`src/rtl/core/pqft_pkg.sv`:
```
// ----------------------------------------------------------------------------
// pqft_pkg
// Shared types and constants for the stable four-level priority queue.
// ----------------------------------------------------------------------------
package pqft_pkg;

    localparam int DEPTH_DEF    = 16;
    localparam int TAG_BITS_DEF = 16;
    localparam int KIND_W       = 2;
    localparam int LEVEL_W      = 2;
    localparam int STATUS_W     = 3;

    typedef enum logic [KIND_W-1:0] {
        K_INSERT    = 2'd0,
        K_SERVE_ONE = 2'd1,
        K_SERVE_ALL = 2'd2,
        K_DISMISS   = 2'd3
    } kind_t;

    typedef enum logic [STATUS_W-1:0] {
        STAT_SERVED    = 3'd0,
        STAT_EMPTY     = 3'd1,
        STAT_INSERTED  = 3'd2,
        STAT_FULL      = 3'd3,
        STAT_DISMISSED = 3'd4
    } status_t;

    typedef enum logic {
        ST_IDLE  = 1'b0,
        ST_DRAIN = 1'b1
    } state_t;

    typedef struct packed {
        logic insert;
        logic shift;
    } cell_ctrl_t;

endpackage

```
`src/rtl/core/pqft_cell.sv`:
```
// ----------------------------------------------------------------------------
// pqft_cell
// One slot of the sorted queue: holds an entry, compares it against the
// request level and loads from the request, its left or its right neighbor.
// ----------------------------------------------------------------------------
module pqft_cell #(
    parameter int TAG_BITS = pqft_pkg::TAG_BITS_DEF
) (
    input  logic                         clk,
    input  pqft_pkg::cell_ctrl_t         ctrl,
    input  logic                         occupied,
    input  logic [pqft_pkg::LEVEL_W-1:0] new_level,
    input  logic [TAG_BITS-1:0]          new_tag,
    input  logic                         left_ge,
    input  logic [pqft_pkg::LEVEL_W-1:0] left_level,
    input  logic [TAG_BITS-1:0]          left_tag,
    input  logic [pqft_pkg::LEVEL_W-1:0] right_level,
    input  logic [TAG_BITS-1:0]          right_tag,
    output logic [pqft_pkg::LEVEL_W-1:0] level,
    output logic [TAG_BITS-1:0]          tag,
    output logic                         ge
);
    import pqft_pkg::*;

    logic [LEVEL_W-1:0]  level_reg;
    logic [LEVEL_W-1:0]  level_next;
    logic [TAG_BITS-1:0] tag_reg;
    logic [TAG_BITS-1:0] tag_next;

    assign ge    = occupied && (level_reg >= new_level);
    assign level = level_reg;
    assign tag   = tag_reg;

    always_comb
    begin
        level_next = level_reg;
        tag_next   = tag_reg;
        if (ctrl.insert)
        begin
            if (!left_ge)
            begin
                level_next = left_level;
                tag_next   = left_tag;
            end
            else if (!ge)
            begin
                level_next = new_level;
                tag_next   = new_tag;
            end
        end
        else if (ctrl.shift)
        begin
            level_next = right_level;
            tag_next   = right_tag;
        end
    end

    always_ff @(posedge clk)
    begin
        level_reg <= level_next;
        tag_reg   <= tag_next;
    end

endmodule

```
`src/rtl/core/priority_queue_fifo_ties_core.sv`:
```
// ----------------------------------------------------------------------------
// priority_queue_fifo_ties_core
// Bounded stable priority queue built as a sorted row of cells.
// ----------------------------------------------------------------------------
// An insert places the entry behind all entries of the same or higher level
// through a single parallel compare over the cell row, serve one and dismiss
// each give a single result, and serve all streams one served entry per cycle
// out of the head cell, whenever the result register can take it, while new
// requests wait. A request is taken when no serve all is running and the
// result register is empty or being drained in the same cycle.
module priority_queue_fifo_ties_core #(
    parameter int DEPTH    = pqft_pkg::DEPTH_DEF,
    parameter int TAG_BITS = pqft_pkg::TAG_BITS_DEF
) (
    input  logic                          clk,
    input  logic                          rst_n,
    input  logic                          in_valid,
    output logic                          in_ready,
    input  logic [pqft_pkg::KIND_W-1:0]   kind,
    input  logic [pqft_pkg::LEVEL_W-1:0]  level,
    input  logic [TAG_BITS-1:0]           tag,
    output logic                          out_valid,
    input  logic                          out_ready,
    output logic [pqft_pkg::STATUS_W-1:0] status,
    output logic [pqft_pkg::LEVEL_W-1:0]  served_level,
    output logic [TAG_BITS-1:0]           served_tag,
    output logic [$clog2(DEPTH+1)-1:0]    count,
    output logic                          last
);
    import pqft_pkg::*;

    localparam int CNT_W = $clog2(DEPTH + 1);
    localparam logic [CNT_W-1:0] FULL_CNT = CNT_W'(DEPTH);
    localparam logic [CNT_W-1:0] ONE_CNT  = CNT_W'(1);

    state_t              state_reg;
    state_t              state_next;
    logic [CNT_W-1:0]    occ_reg;
    logic [CNT_W-1:0]    occ_next;
    logic                out_valid_reg;
    logic                out_valid_next;
    status_t             status_reg;
    status_t             status_next;
    logic [LEVEL_W-1:0]  served_level_reg;
    logic [LEVEL_W-1:0]  served_level_next;
    logic [TAG_BITS-1:0] served_tag_reg;
    logic [TAG_BITS-1:0] served_tag_next;
    logic [CNT_W-1:0]    count_reg;
    logic [CNT_W-1:0]    count_next;
    logic                last_reg;
    logic                last_next;

    cell_ctrl_t          ctrl;
    logic                take;
    logic                accept;

    logic [LEVEL_W-1:0]  lvl_w [DEPTH];
    logic [TAG_BITS-1:0] tag_w [DEPTH];
    logic                ge_w  [DEPTH];

    genvar gi;
    generate
        for (gi = 0; gi < DEPTH; gi++)
        begin : g_cell
            logic                left_ge;
            logic [LEVEL_W-1:0]  left_level;
            logic [TAG_BITS-1:0] left_tag;
            logic [LEVEL_W-1:0]  right_level;
            logic [TAG_BITS-1:0] right_tag;

            if (gi == 0)
            begin : g_head
                assign left_ge    = 1'b1;
                assign left_level = level;
                assign left_tag   = tag;
            end
            else
            begin : g_body
                assign left_ge    = ge_w[gi-1];
                assign left_level = lvl_w[gi-1];
                assign left_tag   = tag_w[gi-1];
            end

            if (gi == DEPTH - 1)
            begin : g_tail
                assign right_level = lvl_w[gi];
                assign right_tag   = tag_w[gi];
            end
            else
            begin : g_inner
                assign right_level = lvl_w[gi+1];
                assign right_tag   = tag_w[gi+1];
            end

            pqft_cell #(
                .TAG_BITS (TAG_BITS)
            ) u_cell (
                .clk         (clk),
                .ctrl        (ctrl),
                .occupied    (occ_reg > CNT_W'(gi)),
                .new_level   (level),
                .new_tag     (tag),
                .left_ge     (left_ge),
                .left_level  (left_level),
                .left_tag    (left_tag),
                .right_level (right_level),
                .right_tag   (right_tag),
                .level       (lvl_w[gi]),
                .tag         (tag_w[gi]),
                .ge          (ge_w[gi])
            );
        end
    endgenerate

    assign take     = !out_valid_reg || out_ready;
    assign in_ready = (state_reg == ST_IDLE) && take;
    assign accept   = in_valid && in_ready;

    always_comb
    begin
        state_next        = state_reg;
        occ_next          = occ_reg;
        out_valid_next    = out_valid_reg && !out_ready;
        status_next       = status_reg;
        served_level_next = served_level_reg;
        served_tag_next   = served_tag_reg;
        count_next        = count_reg;
        last_next         = last_reg;
        ctrl              = '0;

        case (state_reg)
            ST_IDLE:
            begin
                if (accept)
                begin
                    out_valid_next    = 1'b1;
                    served_level_next = '0;
                    served_tag_next   = '0;
                    last_next         = 1'b1;
                    case (kind)
                        K_INSERT:
                        begin
                            if (occ_reg == FULL_CNT)
                            begin
                                status_next = STAT_FULL;
                                count_next  = occ_reg;
                            end
                            else
                            begin
                                ctrl.insert = 1'b1;
                                occ_next    = occ_reg + ONE_CNT;
                                status_next = STAT_INSERTED;
                                count_next  = occ_reg + ONE_CNT;
                            end
                        end
                        K_DISMISS:
                        begin
                            status_next = STAT_DISMISSED;
                            count_next  = occ_reg;
                            occ_next    = '0;
                        end
                        default:
                        begin
                            if (occ_reg == '0)
                            begin
                                status_next = STAT_EMPTY;
                                count_next  = '0;
                            end
                            else
                            begin
                                ctrl.shift        = 1'b1;
                                occ_next          = occ_reg - ONE_CNT;
                                status_next       = STAT_SERVED;
                                served_level_next = lvl_w[0];
                                served_tag_next   = tag_w[0];
                                count_next        = occ_reg - ONE_CNT;
                                if (kind == K_SERVE_ALL && occ_reg != ONE_CNT)
                                begin
                                    last_next  = 1'b0;
                                    state_next = ST_DRAIN;
                                end
                            end
                        end
                    endcase
                end
            end
            ST_DRAIN:
            begin
                if (take)
                begin
                    ctrl.shift        = 1'b1;
                    occ_next          = occ_reg - ONE_CNT;
                    out_valid_next    = 1'b1;
                    status_next       = STAT_SERVED;
                    served_level_next = lvl_w[0];
                    served_tag_next   = tag_w[0];
                    count_next        = occ_reg - ONE_CNT;
                    last_next         = (occ_reg == ONE_CNT);
                    if (occ_reg == ONE_CNT)
                    begin
                        state_next = ST_IDLE;
                    end
                end
            end
            default:
            begin
                state_next = ST_IDLE;
            end
        endcase
    end

    always_ff @(posedge clk or negedge rst_n)
    begin
        if (!rst_n)
        begin
            state_reg     <= ST_IDLE;
            occ_reg       <= '0;
            out_valid_reg <= 1'b0;
        end
        else
        begin
            state_reg     <= state_next;
            occ_reg       <= occ_next;
            out_valid_reg <= out_valid_next;
        end
    end

    always_ff @(posedge clk)
    begin
        status_reg       <= status_next;
        served_level_reg <= served_level_next;
        served_tag_reg   <= served_tag_next;
        count_reg        <= count_next;
        last_reg         <= last_next;
    end

    assign out_valid    = out_valid_reg;
    assign status       = status_reg;
    assign served_level = served_level_reg;
    assign served_tag   = served_tag_reg;
    assign count        = count_reg;
    assign last         = last_reg;

endmodule

```
`config.mk`:
```
export PLATFORM = sky130hd
export DESIGN_NAME = priority_queue_fifo_ties_core
export DESIGN_NICKNAME = d
export VERILOG_FILES = /design/src/rtl/core/pqft_pkg.sv /design/src/rtl/core/pqft_cell.sv /design/src/rtl/core/priority_queue_fifo_ties_core.sv
export SDC_FILE = /design/constraint.sdc
export NUM_CORES = 1
export LEC_CHECK = 0
export BUFFER_PORTS_ARGS = -buffer_cell sky130_fd_sc_hd__buf_2
export CAP_MARGIN = 20
export CORE_ASPECT_RATIO = 0.75
export CORE_UTILIZATION = 25
export CTS_CLUSTER_SIZE = 25
export DETAILED_ROUTE_END_ITERATION = 10
export MAX_ROUTING_LAYER = met4
export SETUP_SLACK_MARGIN = 0.4
export SYNTH_ARGS = -nofsm -noshare
export SYNTH_HDL_FRONTEND = slang
export SYNTH_SLANG_ARGS = --single-unit
```
`constraint.sdc`:
```
create_clock -name clk -period 3.83 [get_ports clk]
set_input_delay 0.383 -clock clk [delete_from_list [all_inputs] [get_ports clk]]
set_output_delay 0.383 -clock clk [all_outputs]
set_load 0.005 [all_outputs]
```
==> results.json, run 1 <==
{
  "p_clk_share_pct": 20.7,
  "maxSlewHeadroom_pct": 31.5,
  "finalClockSkew_ns": 0.0326,
  "finalCritPeriodShare_pct": 85.0,
  "syn_area_per_cell_um2": 10.1,
  "synth.most_common_cell": "edfxtp_1",
  "post-place-ws_ns": 0.516,
  "yosys_warnings": 0,
  "synth_edf_count": 315,
  "critPathMaxFanout": 18,
  "outcome": "completed",
  "seqPwrFrac_pct": 38.4,
  "tns_ns": 0,
  "cts_root_buffer": "clkbuf_16",
  "rows": 85,
  "path_class": "reg2reg",
  "slowest_stage": "a31oi_2",
  "final_area_um2": 20800,
  "netlist_top_cells_area": "edfxtp_1 52%, o21ai_0 7.3%, a31oi_1 6.7%, a21oi_1 5.6%, nand3_1 5.5%",
  "clock-sinks": 322,
  "min_path_type": "in2reg",
  "initial_utilization_pct": 25.4,
  "pwr-share-comb_pct": 40.9,
  "clock_path_buffers": 3,
  "drt_first_pass_iters": 5,
  "htree_levels": 2,
  "nFillCells": 7441,
  "synth_cell_types": 60,
  "cpPeakStageDelay_ns": 0.87,
  "grt_max_degree": 109,
  "max_freq_mhz": 307,
  "grt_usage_pct": 18.2,
  "drive_gt1_share_pct": 13.7,
  "power_mw": 16.5,
  "p_int_mw": 9.48,
  "dp_hpwl_mm": 45.1,
  "grt_pass1_wl_mm": 101,
  "synth_common_cells": "315 x edfxtp_1, 267 x o21ai_0, 205 x a21oi_1",
  "final_nets": 1847,
  "async_reset_ff_share_pct": 2.17,
  "swShare_pct": 42.6,
  "rsz0062_at_grt": "false",
  "dp.cells": 2690,
  "finalSetupViolCount": 0,
  "worstPathArrival_ns": 3.45,
  "cp_cell_sequence": "inv_1 > ha_1 > or4b_1 > a21oi_2 > o32a_2 > a31oi_2",
  "synth_top_area_share_pct": 51.7,
  "synth-main-ff-cell": "edfxtp_1",
  "fin_cells": 2767,
  "syn_nets": 1881,
  "yosysTopAreaCell": "edfxtp_1",
  "drc_errors": 0,
  "power_density_nw_per_um2": 793,
  "core_um2": 72100,
  "cts_buffers": 39,
  "grt_pass1_vias": 15500,
  "die_y_um": 236,
  "place.gp.congestion": 0.906,
  "finalWirelength_mm": 66.8,
  "grt-ovfl-total": 0,
  "antenna_found_initial": 1,
  "largest_reg_flops": 256,
  "period_needed_ns": 3.26,
  "cp.required_ns": 4.02,
  "tightest_slew_ns": 1.03,
  "postPlaceCellArea_um2": 19600,
  "routedWlPerCell_um": 24.1,
  "endpoint_kind": "flop",
  "drv_cap": 0,
  "cts_tree": "done",
  "hold_violations": 0,
  "detail-route-antenna-nets": 0,
  "finalWorstSetupSlack_ns": 0.573,
  "power_leakage_nw": 6.58,
  "vdd.ir_drop.worst_mv": 0.322,
  "postLayoutCoreUtil_pct": 28.9,
  "ios": 53,
  "start_kind": "flop",
  "drtIter0Drc": 2433,
  "insertion_delay_ns": 0.58,
  "dieWidth_um": 314,
  "worst_hold_slack_ns": 0.109,
  "mappedNetlistArea_um2": 18300,
  "ys_seq_area_share_pct": 52.7,
  "area_growth_pct": 14.0,
  "synth_cells": 1815,
  "dieArea_um2": 74300,
  "portBuffers": 52,
  "slew_viol_final": 0,
  "vias": 16400,
  "post_drt_via_cell_ratio": 5.93,
  "synth_seq_cells": 322,
  "p_switching_mw": 7.05,
  "clk_pin_slew_worst_paths_ns": 0.07
}
-- power by group through the flow --
stage	registers [mW]	logic (mW)	clock network [mW]
floorplan	5.99	4.51	0
global placement	6.37	6.33	0
detailed placement	6.39	6.46	0
CTS	6.33	6.49	3.46
global route	6.46	7.33	3.58
finish	6.35	6.76	3.42
-- placed cells by master (no fill, tap or decap), types with 13 or more instances in the layout --
cell type	netlist	routed
o2111ai_1	72	72
a21o_1	13	13
a31oi_2	1	13
a31oi_1	196	184
mux2_2	18	18
a21oi_1	205	205
edfxtp_1	315	315
buf_4	7	78
ha_1	42	42
o21ai_0	267	267
nand2b_1	19	19
nand2_1	24	23
o211ai_1	69	69
clkbuf_16	0	40
buf_2	69	52
nor2b_1	20	20
nor2_1	28	25
nand3_1	201	200
inv_1	25	25
-- layer usage --
layer	global-route usage, %	up-vias	part of all wire (%)
met5	-	-	0
met4	6.55	0	3.7
met3	4.99	141	13
met2	24.8	1098	41
met1	25.3	8026	42
li1	-	7145	-
-- cell families after synthesis --
family	count (synthesis)	synth area share, %
AOI/OAI and AO/OA	868	28.5
xor gates and xnor gates	3	0.144
adders and majority gates	42	2.87
buffers and inverters	241	5.62
DFF	322	52.7
muxes	19	1.16
and+or+nand+nor	320	9.07
-- final timing paths --
path,cells after the start,endpoint,startpoint,slack (ns)
worst max-delay path,6,g_cell[2].u_cell.tag[5]$_DFFE_PP_,occ_reg[0]$_DFFE_PN0P_,0.57
worst min-delay path,2,out_valid$_DFF_PN0_,in_valid,0.11
max in group asynchronous,2,occ_reg[2]$_DFFE_PN0P_,rst_n,3.43
min in group asynchronous,2,out_valid$_DFF_PN0_,rst_n,0.20
worst max register to register,6,g_cell[2].u_cell.tag[5]$_DFFE_PP_,occ_reg[0]$_DFFE_PN0P_,0.57
worst min register to register,1,served_tag[0]$_DFFE_PP_,g_cell[0].u_cell.tag[0]$_DFFE_PP_,0.56
-- timing repair --
item / 4_1_cts / 5_1_grt
buffers inserted: 0 / 0
setup endpoints to repair: 0 / 33
hold buffers: 1 / 0
gates resized for setup: 0 / 1
hold endpoints to repair: 7 / 0
-- layout make-up --
class / count / area [um2] / area share, %
Sequential cell: 322 / 9630 / 46.2
Antenna cell: 3 / 7.51 / 0.0360
Tap cell: 957 / 1200 / 5.74
Clock inverter: 19 / 105 / 0.504
Multi-Input combinational cell: 1252 / 7760 / 37.2
Timing Repair Buffer: 140 / 1010 / 4.85
Clock buffer: 48 / 1030 / 4.95
Inverter: 26 / 97.6 / 0.468
-- critical path: cells and delay by family, from the launching register on --
kind / cells / cell delay [ns]
compound gates: 3 / 1.57
fa+ha+maj: 1 / 0.28
buf+inv: 1 / 0.17
flops: 1 / 0.63
simple gates: 1 / 0.23
(Power assumes the default switching activity.)
==> run 2: changes to the inputs <==
PLACE_DENSITY = 0.36   (was not set)
==> results.json, run 2 (synthesis results as in run 1) <==
{
  "outcome": "completed",
  "rows": 85,
  "multi_input_area_um2": 7780,
  "rsz0062_at_grt": "false",
  "ios": 53,
  "cts_buffers": 41,
  "finalClockSkew_ns": 0.0209,
  "drv_cap": 0,
  "worstPathArrival_ns": 3.51,
  "crit_family": "buffers and inverters",
  "grt.busiest_layer": "met1",
  "die_y_um": 236,
  "finalWirelength_mm": 74.6,
  "swShare_pct": 43.1,
  "max_freq_mhz": 322,
  "clock-sinks": 322,
  "vias": 16000,
  "cp.required_ns": 4.23,
  "start_kind": "flop",
  "dieArea_um2": 74300,
  "final_nets": 1853,
  "tns_ns": 0,
  "grt_usage_pct": 20.3,
  "area_growth_pct": 15.8,
  "final_common_cell": "edfxtp_1",
  "nFillCells": 7495,
  "maxSlewHeadroom_pct": 37.4,
  "antenna_found_initial": 1,
  "grt_pass1_wl_mm": 110,
  "met3_usage_pct": 3.92,
  "pwr-share-comb_pct": 42.0,
  "dp.cells": 2699,
  "largest_reg_flops": 256,
  "core_um2": 72100,
  "slew_viol_final": 0,
  "finalSetupViolCount": 0,
  "place.gp.congestion": 0.816,
  "seqPwrFrac_pct": 35.9,
  "grt_util_met2_pct": 26.7,
  "min_path_type": "in2reg",
  "grt-ovfl-total": 0,
  "clk_pin_slew_worst_paths_ns": 0.06,
  "finalCritPeriodShare_pct": 81.2,
  "p_switching_mw": 7.58,
  "cpPeakStageDelay_ns": 0.55,
  "cts_root_buffer": "clkbuf_16",
  "crit_top_cell": "buf_12",
  "drc_errors": 0,
  "endpoint_kind": "flop",
  "path_class": "reg2reg",
  "fin_cells": 2779,
  "p_clk_share_pct": 22.1,
  "grt_pass1_vias": 15700,
  "period_needed_ns": 3.11,
  "clock_path_buffers": 3,
  "drt_first_pass_iters": 5,
  "register_area_um2": 9630,
  "layout_common_cells": "315 x edfxtp_1, 267 x o21ai_0, 204 x a21oi_1",
  "cp_cell_sequence": "inv_1 > ha_1 > and4bb_2 > nor2_4 > buf_12 > buf_12 > nand3_1 > o211ai_1",
  "insertion_delay_ns": 0.57,
  "slowest_stage": "dfrtp_1",
  "drive_gt1_share_pct": 14.3,
  "cts_tree": "done",
  "hold_violations": 0,
  "use_met1_pct": 31.2,
  "portBuffers": 52,
  "power_density_nw_per_um2": 831,
  "initial_utilization_pct": 25.4,
  "htree_levels": 2,
  "power_leakage_nw": 6.72,
  "p_int_mw": 10.0,
  "dieWidth_um": 314,
  "post_drt_via_cell_ratio": 5.76,
  "grt_max_degree": 136,
  "dp_hpwl_mm": 50.6,
  "tightest_slew_ns": 0.939,
  "vdd.ir_drop.worst_mv": 0.331,
  "critPathMaxFanout": 81,
  "detail-route-antenna-nets": 0,
  "drtIter0Drc": 1366,
  "routedWlPerCell_um": 26.8,
  "cp_num_buf_inv": 3
}
## run 2: changes by cell type in the layout (fill, tap and decap cells not counted), sizes merged
cell	delta
bufinv	+3
buf	+4
clkbuf	+8
clkinv	-5
clkinvlp	+2
## run 2: power by group through the flow
stage	Combinational, mW	Clock (mW)	Sequential (mW)
4_1_cts	7.27	4.00	6.30
5_1_grt	8.05	4.12	6.43
3_3_place_gp	7.16	0	6.37
2_1_floorplan	4.51	0	5.99
3_5_place_dp	7.24	0	6.36
6_report	7.38	3.89	6.31
## run 2: per-stage QoR
stage	hold slack, ns	power [mW]	setup slack, ns	instance area (um2)	util, %
floorplan	0.0874	10.5	0.368	18300	-
CTS	0.0993	17.6	0.534	21100	29.3
global placement	0.272	13.5	0.613	19800	27.5
detailed placement	0.267	13.6	0.564	19800	27.5
finish	0.134	17.6	0.721	21200	29.4
global route	0.127	18.6	0.536	21200	29.4
## run 2: worst reg2reg max path: stages, from the launching register on
cell and delay [ns]:
dfrtp_1 0.55, inv_1 0.22, ha_1 0.27, and4bb_2 0.28
nor2_4 0.20, buf_12 0.35, buf_12 0.39, nand3_1 0.40
o211ai_1 0.28
## run 2: area by class of cell
| class | count | area share, % |
|---|---|---|
| sequential | 322 | 45.5 |
| multi-input combinational | 1252 | 36.8 |
| tap | 957 | 5.66 |
| timing repair buffer | 144 | 5.42 |
| clock buffer | 56 | 5.36 |
| clock inverter | 19 | 0.798 |
| inverter | 26 | 0.461 |
| antenna | 3 | 0.0355 |
## run 2: final timing paths
check | startpoint | to | slack, ns | cells after the start
min in group asynchronous | rst_n | out_valid$_DFF_PN0_ | 0.21 | 2
max in group asynchronous | rst_n | occ_reg[0]$_DFFE_PN0P_ | 3.41 | 2
hold / removal | in_valid | out_valid$_DFF_PN0_ | 0.13 | 2
setup / recovery | occ_reg[1]$_DFFE_PN0P_ | g_cell[6].u_cell.tag[0]$_DFFE_PP_ | 0.72 | 8
hold reg to reg | g_cell[0].u_cell.tag[3]$_DFFE_PP_ | served_tag[3]$_DFFE_PP_ | 0.58 | 1
setup reg to reg | occ_reg[1]$_DFFE_PN0P_ | g_cell[6].u_cell.tag[0]$_DFFE_PP_ | 0.72 | 8
## run 2: per-layer routing
layer,vias to the layer above,share of wire [%]
met5,-,0
met4,0,1.6
met3,73,6.9
met2,549,40
met1,8229,52
li1,7167,-
## run 2: timing repair
action,in CTS,in global routing
setup endpoints to repair,0,4
endpoints found under the hold margin,7,0
buffers inserted,0,0
resized for setup,0,1
hold buffers,1,0
==> run 3: changes to the inputs <==
PLACE_DENSITY = 0.37   (was 0.36)
clock period = 2.7 ns   (was 3.83 ns; I/O delays follow)
==> results.json, run 3 (synthesis results as in run 1) <==
{
  "core_um2": 72100,
  "cts_root_buffer": "clkbuf_16",
  "maxSlewHeadroom_pct": 45.4,
  "post_drt_via_cell_ratio": 5.80,
  "pwr-share-comb_pct": 45.3,
  "tightest_slew_ns": 0.819,
  "reg2reg_slack_ns": 0.36,
  "power_density_nw_per_um2": 1150,
  "period_needed_ns": 2.34,
  "p_switching_mw": 11.3,
  "routedWlPerCell_um": 29.4,
  "layout_common_cells": "315 x edfxtp_1, 263 x o21ai_0, 197 x nand3_1",
  "place.gp.congestion": 0.865,
  "finalWirelength_mm": 84.7,
  "worstPathArrival_ns": 2.67,
  "detail-route-antenna-nets": 0,
  "initial_utilization_pct": 25.4,
  "swShare_pct": 43.1,
  "rsz0062_at_grt": "true",
  "max_freq_mhz": 427,
  "finalCritPeriodShare_pct": 86.7,
  "p_clk_share_pct": 19.8,
  "grt_usage_pct": 22.6,
  "drc_errors": 0,
  "dieArea_um2": 74300,
  "grt_pass1_wl_mm": 119,
  "r2r_end": "g_cell[0].u_cell.tag[14]$_DFFE_PP_",
  "ios": 53,
  "start_kind": "flop",
  "drive_gt1_share_pct": 20.7,
  "grt-ovfl-total": 0,
  "clk_pin_slew_worst_paths_ns": 0.07,
  "cp.required_ns": 3.03,
  "dp_hpwl_mm": 56.3,
  "min_path_type": "in2async",
  "htree_levels": 2,
  "seqPwrFrac_pct": 34.8,
  "power_leakage_nw": 7.39,
  "critPathMaxFanout": 5,
  "p_int_mw": 14.9,
  "area_growth_pct": 24.2,
  "antenna_cells": 0,
  "finalClockSkew_ns": 0.0212,
  "grt_max_degree": 69,
  "cts_buffers": 40,
  "antenna_found_initial": 1,
  "endpoint_kind": "flop",
  "dieWidth_um": 314,
  "outcome": "completed",
  "reg2reg_from": "occ_reg[0]$_DFFE_PN0P_",
  "finalSetupViolCount": 0,
  "path_class": "reg2reg",
  "slowest_stage": "or4b_4",
  "vdd.ir_drop.worst_mv": 0.410,
  "cts_tree": "done",
  "cpPeakStageDelay_ns": 0.49,
  "worst_hold_slack_ns": 0.0868,
  "cp_cell_sequence": "inv_4 > ha_4 > or4b_4 > a21oi_4 > o32a_4 > clkbuf_16 > a21oi_4 > buf_12 > clkbuf_16",
  "drtIter0Drc": 1894,
  "insertion_delay_ns": 0.58,
  "clock-sinks": 322,
  "die_y_um": 236,
  "tns_ns": 0,
  "vias": 16700,
  "r2r_cells": 9,
  "drv_cap": 0,
  "largest_reg_flops": 256,
  "final_common_cell": "edfxtp_1",
  "final_nets": 1955,
  "clock_path_buffers": 3,
  "hold_violations": 0,
  "portBuffers": 52,
  "drt_first_pass_iters": 5,
  "slew_viol_final": 0,
  "grt_pass1_vias": 15800,
  "rows": 85
}
[run 3: cell types whose count changed in the layout (fill, tap and decap cells not counted), moves of 4 or more]
cell,before,now
buf_12,14,29
a21oi_2,3,20
a21oi_1,204,184
a31oi_2,13,1
buf_4,76,131
o21ai_0,267,263
buf_6,0,14
o21ai_1,8,12
clkbuf_16,43,49
buf_8,0,5
a31oi_4,0,12
[run 3: final cells by class]
class	count	area [um2]
clock buffer	54	1080
clock inverter	19	118
fill	7423	49400
inverter	26	108
multi-input combinational	1252	8130
sequential	322	9640
tap	957	1200
timing repair buffer	247	2430
[run 3: per-stage QoR]
| stage | setup WS, ns | utilization [%] | cells | total power [mW] | area (um2) |
|---|---|---|---|---|---|
| finish | 0.359 | 31.5 | 2877 | 26.2 | 22700 |
| global route | 0.332 | 31.5 | 2877 | 27.5 | 22700 |
| CTS | 0.327 | 30.5 | 2839 | 25.3 | 22000 |
| detailed placement | 0.181 | 28.5 | 2753 | 19.8 | 20500 |
| global placement | 0.227 | 28.5 | 2753 | 19.7 | 20500 |
| floorplan | 0.285 | - | 1815 | 15.3 | 18700 |
[run 3: worst max-delay path by stage]
stage | from | to | depth (start not counted)
global route | occ_reg[1]$_DFFE_PN0P_ | g_cell[12].u_cell.tag[2]$_DFFE_PP_ | 9
finish | occ_reg[0]$_DFFE_PN0P_ | g_cell[0].u_cell.tag[14]$_DFFE_PP_ | 9
floorplan | occ_reg[0]$_DFFE_PN0P_ | g_cell[11].u_cell.level[0]$_DFFE_PP_ | 10
detailed placement | occ_reg[0]$_DFFE_PN0P_ | g_cell[1].u_cell.tag[10]$_DFFE_PP_ | 7
global placement | occ_reg[0]$_DFFE_PN0P_ | g_cell[1].u_cell.tag[7]$_DFFE_PP_ | 7
CTS | occ_reg[1]$_DFFE_PN0P_ | g_cell[0].u_cell.tag[11]$_DFFE_PP_ | 8
[run 3: layer usage]
layer  track usage [%]  part of all wire [%]  up-vias
li1                  -                     -     7370
met1              34.1                    49     8340
met2              28.2                    39      863
met3              6.05                   9.9      112
met4              6.81                   2.9        0
met5                 -                     0        -
[run 3: repair_timing]
item / 4_1_cts / 5_1_grt
hold endpoints to repair: 8 / 0
gates resized for setup: 25 / 53
pin swaps: 5 / 9
hold buffers: 2 / 0
endpoints found under the setup margin: 385 / 451
gates cloned: 3 / 11
buffers inserted: 8 / 27
[run 3: worst max-delay path: cells and delay by family (launching register included)]
family                     cells  cell delay (ns)
buffers and inverters          4             0.58
DFF                            1             0.42
AOI/OAI and AO/OA              3             0.45
and+or+nand+nor                1             0.49
adders and majority gates      1             0.14
[run 3: power groups by stage]
stage | Clock (mW) | Combinational (mW) | Sequential, mW
2_1_floorplan | 0 | 6.86 | 8.48
3_3_place_gp | 0 | 10.5 | 9.16
3_5_place_dp | 0 | 10.6 | 9.15
4_1_cts | 5.30 | 10.9 | 9.06
5_1_grt | 5.45 | 12.8 | 9.24
6_report | 5.19 | 11.9 | 9.11
